### src/hw/rtl/rcm_pkg.sv
// ----------------------------------------------------------------------------
// rcm_pkg
// Shared constants and types for the rod cutting revenue block.
// ----------------------------------------------------------------------------
package rcm_pkg;

  localparam int MAX_LEN    = 64;
  localparam int PRICE_BITS = 16;

  localparam int PRICE_IN_W = 16;
  localparam int OUT_LEN_W  = 7;
  localparam int OUT_REV_W  = 22;

  localparam int PRICE_AW = $clog2(MAX_LEN);
  localparam int REV_AW   = $clog2(MAX_LEN + 1);
  localparam int LEN_W    = $clog2(MAX_LEN + 2);
  localparam int REV_W    = PRICE_BITS + $clog2(MAX_LEN) + 1;

  localparam logic [OUT_REV_W-1:0] OUT_REV_MAX = {OUT_REV_W{1'b1}};

  typedef struct packed {
    logic [PRICE_IN_W-1:0] price;
    logic                  is_last;
  } rcm_in_t;

  typedef struct packed {
    logic [OUT_LEN_W-1:0] piece_length;
    logic [OUT_REV_W-1:0] best_revenue;
    logic [OUT_LEN_W-1:0] first_cut;
    logic                 last_result;
    logic                 overflow;
  } rcm_out_t;

  typedef struct packed {
    logic             start;
    logic             vld;
    logic             zero;
    logic [LEN_W-1:0] cut;
  } rcm_step_t;

endpackage

### src/hw/rtl/rcm_ram.sv
// ----------------------------------------------------------------------------
// rcm_ram
// Generic single write, single read RAM with registered read data.
// ----------------------------------------------------------------------------
module rcm_ram #(
  parameter int WIDTH = 8,
  parameter int DEPTH = 16
) (
  input  logic                     clk,
  input  logic                     we,
  input  logic [$clog2(DEPTH)-1:0] waddr,
  input  logic [WIDTH-1:0]         wdata,
  input  logic [$clog2(DEPTH)-1:0] raddr,
  output logic [WIDTH-1:0]         rdata
);

  logic [WIDTH-1:0] mem [DEPTH];

  always_ff @(posedge clk) begin
    if (we) begin
      mem[waddr] <= wdata;
    end
    rdata <= mem[raddr];
  end

endmodule

### src/hw/rtl/rcm_best.sv
// ----------------------------------------------------------------------------
// rcm_best
// Add-compare unit: folds price + revenue candidates into a running maximum.
// ----------------------------------------------------------------------------
module rcm_best (
  input  logic                           clk,
  input  rcm_pkg::rcm_step_t             step,
  input  logic [rcm_pkg::PRICE_BITS-1:0] pdata,
  input  logic [rcm_pkg::REV_W-1:0]      rdata,
  output logic [rcm_pkg::REV_W-1:0]      best,
  output logic [rcm_pkg::LEN_W-1:0]      cut
);
  import rcm_pkg::*;

  logic             have;
  logic [REV_W-1:0] cand;

  // entry zero of the revenue table is zero by definition
  assign cand = REV_W'(pdata) + (step.zero ? '0 : rdata);

  always_ff @(posedge clk) begin
    if (step.start) begin
      have <= 1'b0;
    end else if (step.vld && (!have || best < cand)) begin
      have <= 1'b1;
      best <= cand;
      cut  <= step.cut;
    end
  end

endmodule

### src/hw/rtl/rod_cutting_max_revenue.sv
// ----------------------------------------------------------------------------
// rod_cutting_max_revenue
// Bottom-up rod cutting: stores each price while the rod has room and
// computes the best revenue and first cut for the current length.
// A request for length j reads the price and revenue memories one entry per
// cycle, folds the candidates into a running maximum, writes the best
// revenue back and registers it on the output before taking a new price.
// A price arriving with the rod full is dropped and flagged as overflow.
// Reset clears the length count and control; the memories are not cleared.
// ----------------------------------------------------------------------------
module rod_cutting_max_revenue (
  input  logic              clk,
  input  logic              rst,
  input  logic              in_valid,
  output logic              in_ready,
  input  rcm_pkg::rcm_in_t  in_data,
  output logic              out_valid,
  input  logic              out_ready,
  output rcm_pkg::rcm_out_t out_data
);
  import rcm_pkg::*;

  typedef enum logic [1:0] {IDLE, RUN, FINISH} state_t;

  state_t           state;
  logic [LEN_W-1:0] count;
  logic [LEN_W-1:0] j;
  logic [LEN_W-1:0] iss_i;
  logic [LEN_W-1:0] held_cut;
  logic [REV_W-1:0] held_rev;
  logic             last_flag;
  logic             ovf_flag;
  rcm_step_t        step;

  logic                  in_acc;
  logic                  room;
  logic                  issuing;
  logic                  run_done;
  logic [LEN_W-1:0]      rev_idx;
  logic [PRICE_BITS-1:0] pdata;
  logic [REV_W-1:0]      rdata;
  logic [REV_W-1:0]      best;
  logic [LEN_W-1:0]      cut;

  assign in_ready = (state == IDLE);
  assign in_acc   = in_valid && in_ready;
  assign room     = count < LEN_W'(MAX_LEN);
  assign issuing  = (state == RUN) && (iss_i <= j);
  assign run_done = (state == RUN) && (iss_i > j) && !step.vld;
  assign rev_idx  = j - iss_i;

  rcm_ram #(.WIDTH(PRICE_BITS), .DEPTH(MAX_LEN)) u_price_ram (
    .clk   (clk),
    .we    (in_acc && room),
    .waddr (count[PRICE_AW-1:0]),
    .wdata (in_data.price[PRICE_BITS-1:0]),
    .raddr (PRICE_AW'(iss_i - LEN_W'(1))),
    .rdata (pdata)
  );

  rcm_ram #(.WIDTH(REV_W), .DEPTH(MAX_LEN + 1)) u_rev_ram (
    .clk   (clk),
    .we    (run_done),
    .waddr (j[REV_AW-1:0]),
    .wdata (best),
    .raddr (rev_idx[REV_AW-1:0]),
    .rdata (rdata)
  );

  rcm_best u_best (
    .clk   (clk),
    .step  (step),
    .pdata (pdata),
    .rdata (rdata),
    .best  (best),
    .cut   (cut)
  );

  always_ff @(posedge clk) begin
    if (rst) begin
      state     <= IDLE;
      count     <= '0;
      held_cut  <= '0;
      out_valid <= 1'b0;
      step      <= '0;
    end else begin
      step.start <= 1'b0;
      step.vld   <= issuing;
      step.zero  <= (rev_idx == '0);
      step.cut   <= iss_i;
      if (out_valid && out_ready) begin
        out_valid <= 1'b0;
      end
      case (state)
        IDLE: begin
          if (in_acc) begin
            last_flag <= in_data.is_last;
            if (room) begin
              ovf_flag   <= 1'b0;
              j          <= count + LEN_W'(1);
              iss_i      <= LEN_W'(1);
              step.start <= 1'b1;
              state      <= RUN;
            end else begin
              ovf_flag <= 1'b1;
              j        <= LEN_W'(MAX_LEN);
              state    <= FINISH;
            end
          end
        end
        RUN: begin
          if (issuing) begin
            iss_i <= iss_i + LEN_W'(1);
          end
          if (run_done) begin
            held_rev <= best;
            held_cut <= cut;
            state    <= FINISH;
          end
        end
        FINISH: begin
          if (!out_valid || out_ready) begin
            out_valid             <= 1'b1;
            out_data.piece_length <= OUT_LEN_W'(j);
            out_data.best_revenue <= (held_rev > REV_W'(OUT_REV_MAX)) ?
                                     OUT_REV_MAX : OUT_REV_W'(held_rev);
            out_data.first_cut    <= OUT_LEN_W'(held_cut);
            out_data.last_result  <= last_flag;
            out_data.overflow     <= ovf_flag;
            count                 <= last_flag ? '0 : j;
            state                 <= IDLE;
          end
        end
        default: begin
          state <= IDLE;
        end
      endcase
    end
  end

endmodule
### config.mk
export PLATFORM = sky130hd
export DESIGN_NAME = rod_cutting_max_revenue
export DESIGN_NICKNAME = d
export VERILOG_FILES = /design/src/hw/rtl/rcm_pkg.sv /design/src/hw/rtl/rcm_ram.sv /design/src/hw/rtl/rcm_best.sv /design/src/hw/rtl/rod_cutting_max_revenue.sv
export SDC_FILE = /design/constraint.sdc
export NUM_CORES = 2
export LEC_CHECK = 0
export BUFFER_PORTS_ARGS = -buffer_cell sky130_fd_sc_hd__buf_2
export CORE_ASPECT_RATIO = 1.1
export CORE_MARGIN = 8
export CORE_UTILIZATION = 40
export DETAILED_ROUTE_END_ITERATION = 10
export GPL_TIMING_DRIVEN = 1
export PLACE_DENSITY = 0.65
export SYNTH_ARGS = -nofsm -noshare
export SYNTH_HDL_FRONTEND = slang
export SYNTH_SLANG_ARGS = --single-unit
### constraint.sdc
create_clock -name clk -period 16.16 [get_ports clk]
set_clock_uncertainty 0.05 [all_clocks]
set_input_delay 2.424 -clock clk [delete_from_list [all_inputs] [get_ports clk]]
set_output_delay 2.424 -clock clk [all_outputs]
set_load 0.01 [all_outputs]
==> results_dict.tcl <==
set metrics [dict create \
    grt_start_max_net_pins 156 \
    comb_power_share_pct 14.5 \
    fp.coreArea_sq_mm 0.258 \
    ys_top_cells_by_area "sky130_fd_sc_hd__edfxtp_1 (76%), sky130_fd_sc_hd__mux4_2 (16%), sky130_fd_sc_hd__dfxtp_1 (1.3%)" \
    tritoncts_num_sinks 2693 \
    numCtsBuffers 283 \
    switching_power_of_the_nets_uw 4070 \
    final_hold_viol_count 0 \
    per_cell_routed_wire_length_um 29.0 \
    postSynthAreaPerCell_sq_um 22.6 \
    via_per_inst 5.66 \
    post-route-period-util_pct 39.2 \
    seq_area_frac_synth_pct 77.5 \
    overflow 0 \
    nets 4955 \
    boundaryPins 61 \
    postCtsSetupRepairBufs 0 \
    die-area_sq_mm 0.275 \
    worst_skew_pair_latency_ns 0.92 \
    largest_fanout_of_any_net_on_the_critical_path 30 \
    die_h_um 550 \
    peak_vdd_ir_v 0.000109 \
    utilization_after_layout_pct 45.5 \
    areal_power_density_over_the_cells_mw_per_mm2 139 \
    synth-main-ff-cell "sky130_fd_sc_hd__edfxtp_1" \
    critPathRequiredTime_ns 16.59 \
    synth.net_count 4649 \
    worst_setup_path_start_kind "flop" \
    worst_hold_slack_ns 0.352 \
    relative_slew_slack_pct 14.3 \
    synth.yosys.warnings 0 \
    final_layout_size_suffix_gt1_share_pct 29.0 \
    worstMarginPinSlew_ns 1.28 \
    setup_tns_ns 0 \
    port_buffers 60 \
    maxClockFrequency_ghz 0.158 \
    synth_edf_count 2626 \
    netlist-cell-type-count 56 \
    drt.antenna.violating_nets 0 \
    hpwlAfterDp_um 140000 \
    final.min_clock_period_ns 6.33 \
    finalWorstSetupSlack_ns 9.83 \
    timing.final.max_slew_violations 0 \
    drv.max_cap_violation_count 0 \
    cts.reportedPaths.clkPinSlew_ns 0.06 \
    antenna_violations_before_repair 11 \
    cts_resized 0 \
    detailedPlace.worstSlack_ns 9.86 \
    wl_met3_um 15900 \
    synth_top_cell_by_area "sky130_fd_sc_hd__edfxtp_1" \
    final-setup-viol-count 0 \
    post-synth-top-area-fraction_pct 76.2 \
    cts_tree "built" \
    rows 196 \
    die_w_um 501 \
    placedCellCount 8064 \
    drc_errors 0 \
    power.share.switching_pct 24.9 \
    drtPass1Iterations 7 \
    power.static_leakage_uw 0.0368 \
    number_of_standard_cells_after_synthesis 4578 \
    drt_first_iter_violations 5603 \
    grt_usage_pct 17.7 \
    cp.arrival_ns 6.76 \
    num_vias 48400 \
    synth_area_sq_mm 0.104 \
    area.growth.synth_to_final_pct 13.5 \
    p_int_uw 12200 \
    run_status "finished, final reports clean" \
    seqPwrFrac_pct 48.4 \
    cts_root_buffer "sky130_fd_sc_hd__clkbuf_16" \
    start_util_pct 40.1 \
    m1WireLength_um 98600 \
    postCtsHoldBufs 0 \
    first_global_vias 48800 \
    power.clock.fraction_pct 37.1 \
    finalWirelength_um 249000 \
    synth.ff_latch_count 2693 \
    clock_tree.buffer_depth 4 \
    wl_met2_um 124000 \
    timing_worst_setup_path_type "flop to flop" \
    cts_htree_levels 5 \
    maxUsedRoutingLayer "met5" \
    holdCritPathClass "flop to flop" \
    synthArstFlopShare_pct 0 \
    fin_cells 8561 \
    worst_setup_path_end_kind "flop" \
    rsz0062_at_grt "no" \
    gp_routability_congestion 0.833 \
    global_route_wire_length_before_repair_um 355000 \
]
sequential cells by signal (all words and copies together) (netlist names):
name               flops
u_rev_ram.mem       1495
out_data              38
out_valid              1
ovf_flag               1
last_flag              1
held_cut               7
j                      7
step                  10
state                  2
u_best.have            1
count                  7
iss_i                  7
u_rev_ram.rdata       23
u_best.cut             7
u_price_ram.mem     1024
u_best.best           23
held_rev              23
u_price_ram.rdata     16
synth_stat cells (10+ instances only):
library cell and instances:
sky130_fd_sc_hd__inv_1 28, sky130_fd_sc_hd__o21ai_0 24, sky130_fd_sc_hd__mux2i_1 25, sky130_fd_sc_hd__xnor2_1 23, sky130_fd_sc_hd__o2111ai_1 22, sky130_fd_sc_hd__dfxtp_1 67, sky130_fd_sc_hd__a221oi_1 12, sky130_fd_sc_hd__buf_4 15
sky130_fd_sc_hd__nor2b_1 30, sky130_fd_sc_hd__a32oi_1 12, sky130_fd_sc_hd__a21oi_1 50, sky130_fd_sc_hd__nand2b_1 10, sky130_fd_sc_hd__a211oi_1 23, sky130_fd_sc_hd__nand3_1 40, sky130_fd_sc_hd__nor3_1 29, sky130_fd_sc_hd__nor2_1 230
sky130_fd_sc_hd__buf_2 83, sky130_fd_sc_hd__clkbuf_1 109, sky130_fd_sc_hd__buf_1 16, sky130_fd_sc_hd__a31oi_1 12, sky130_fd_sc_hd__xor2_1 18, sky130_fd_sc_hd__mux4_2 754, sky130_fd_sc_hd__a21o_1 23, sky130_fd_sc_hd__ha_1 48
sky130_fd_sc_hd__or2_2 28, sky130_fd_sc_hd__nand2_1 143, sky130_fd_sc_hd__and3_1 15, sky130_fd_sc_hd__edfxtp_1 2626
routing by layer:
| layer | vias up | track usage (%) |
|---|---|---|
| met5 | - | 0 |
| met4 | 2 | 6.68 |
| met3 | 406 | 2.62 |
| met2 | 1890 | 29.4 |
| met1 | 26200 | 23.8 |
| li1 | 19900 | - |
power by group through the flow:
stage	combinational (uW)	sequential [uW]	clock, uW
global route	2520	7900	6410
floorplan	1510	8030	0
global placement	2350	8040	0
CTS	2390	7900	6160
detailed placement	2380	8040	0
finish	2370	7900	6050
final timing paths:
check,startpoint,end,slack (ns),depth (start not counted)
worst min register to register,step[0],u_best.cut[0],0.35,0
worst max-delay path,step[7],u_best.best[12],9.83,19
worst min-delay path,step[0],u_best.cut[0],0.35,0
worst max register to register,step[7],u_best.best[12],9.83,19
kinds of logic (layout without fill, tap and decap cells):
kind of cell | count (synthesis) | after routing | synth area share, %
XOR/XNOR | 44 | 44 | 0.416
adder cells (fa/ha/maj) | 50 | 50 | 0.619
AO/OA/AOI/OAI | 196 | 196 | 1.29
AND/OR/NAND/NOR | 561 | 561 | 2.44
buffers and inverters | 255 | 759 | 1.10
multiplexers | 779 | 779 | 16.6
flip-flops | 2693 | 2693 | 77.5
other | 0 | 14 | 0
cell type report:
cell class	count	area, sq um
fillers	21100	141000
repair buffers	247	1770
multi-input cells	1630	22500
diodes	14	35.0
well taps	3465	4340
inverters	29	109
flip-flops and latches	2693	80200
clock inverters	122	870
clock buffers	361	7630
cell usage in the layout, fill, tap and decap left out, types with 14 or more instances in the layout:
| master | netlist | layout |
|---|---|---|
| sky130_fd_sc_hd__xor2_1 | 18 | 14 |
| sky130_fd_sc_hd__nor2_1 | 230 | 162 |
| sky130_fd_sc_hd__ha_1 | 48 | 46 |
| sky130_fd_sc_hd__inv_1 | 28 | 28 |
| sky130_fd_sc_hd__mux2i_1 | 25 | 25 |
| sky130_fd_sc_hd__nor2_2 | 0 | 57 |
| sky130_fd_sc_hd__clkbuf_16 | 0 | 292 |
| sky130_fd_sc_hd__o21ai_0 | 24 | 24 |
| sky130_fd_sc_hd__and3_1 | 15 | 15 |
| sky130_fd_sc_hd__clkbuf_1 | 109 | 63 |
| sky130_fd_sc_hd__clkinv_2 | 0 | 36 |
| sky130_fd_sc_hd__or2_2 | 28 | 28 |
| sky130_fd_sc_hd__diode_2 | 0 | 14 |
| sky130_fd_sc_hd__xnor2_1 | 23 | 20 |
| sky130_fd_sc_hd__nor3_1 | 29 | 28 |
| sky130_fd_sc_hd__nor2b_1 | 30 | 30 |
| sky130_fd_sc_hd__nand2_1 | 143 | 142 |
| sky130_fd_sc_hd__buf_4 | 15 | 182 |
| sky130_fd_sc_hd__a211oi_1 | 23 | 23 |
| sky130_fd_sc_hd__edfxtp_1 | 2626 | 2626 |
| sky130_fd_sc_hd__nand3_1 | 40 | 40 |
| sky130_fd_sc_hd__a21o_1 | 23 | 23 |
| sky130_fd_sc_hd__a21oi_1 | 50 | 49 |
| sky130_fd_sc_hd__buf_2 | 83 | 60 |
| sky130_fd_sc_hd__dfxtp_1 | 67 | 67 |
| sky130_fd_sc_hd__mux4_2 | 754 | 754 |
| sky130_fd_sc_hd__o2111ai_1 | 22 | 22 |
| sky130_fd_sc_hd__clkinv_1 | 1 | 64 |
per-stage QoR:
step                area [sq um]  power (uW)
floorplan                 104000        9530
global placement          109000       10400
detailed placement        109000       10400
CTS                       117000       16400
global route              117000       16800
finish                    117000       16300
worst max-delay path, cell delays in order (launching register included):
cell and delay, ns:
sky130_fd_sc_hd__dfxtp_1 0.97, sky130_fd_sc_hd__nor2b_1 0.11, sky130_fd_sc_hd__ha_1 0.26, sky130_fd_sc_hd__fa_1 0.44, sky130_fd_sc_hd__a21o_1 0.19, sky130_fd_sc_hd__a21o_1 0.20
sky130_fd_sc_hd__a211oi_1 0.45, sky130_fd_sc_hd__o31ai_1 0.13, sky130_fd_sc_hd__a21oi_1 0.26, sky130_fd_sc_hd__o21ai_0 0.19, sky130_fd_sc_hd__xnor2_1 0.24, sky130_fd_sc_hd__ha_1 0.30
sky130_fd_sc_hd__a21o_1 0.20, sky130_fd_sc_hd__a21o_1 0.17, sky130_fd_sc_hd__a21o_1 0.17, sky130_fd_sc_hd__a21o_1 0.17, sky130_fd_sc_hd__a21o_1 0.17, sky130_fd_sc_hd__a21oi_1 0.14
sky130_fd_sc_hd__o21ai_0 0.15, sky130_fd_sc_hd__a21oi_4 0.91
(Power assumes the default switching activity.)
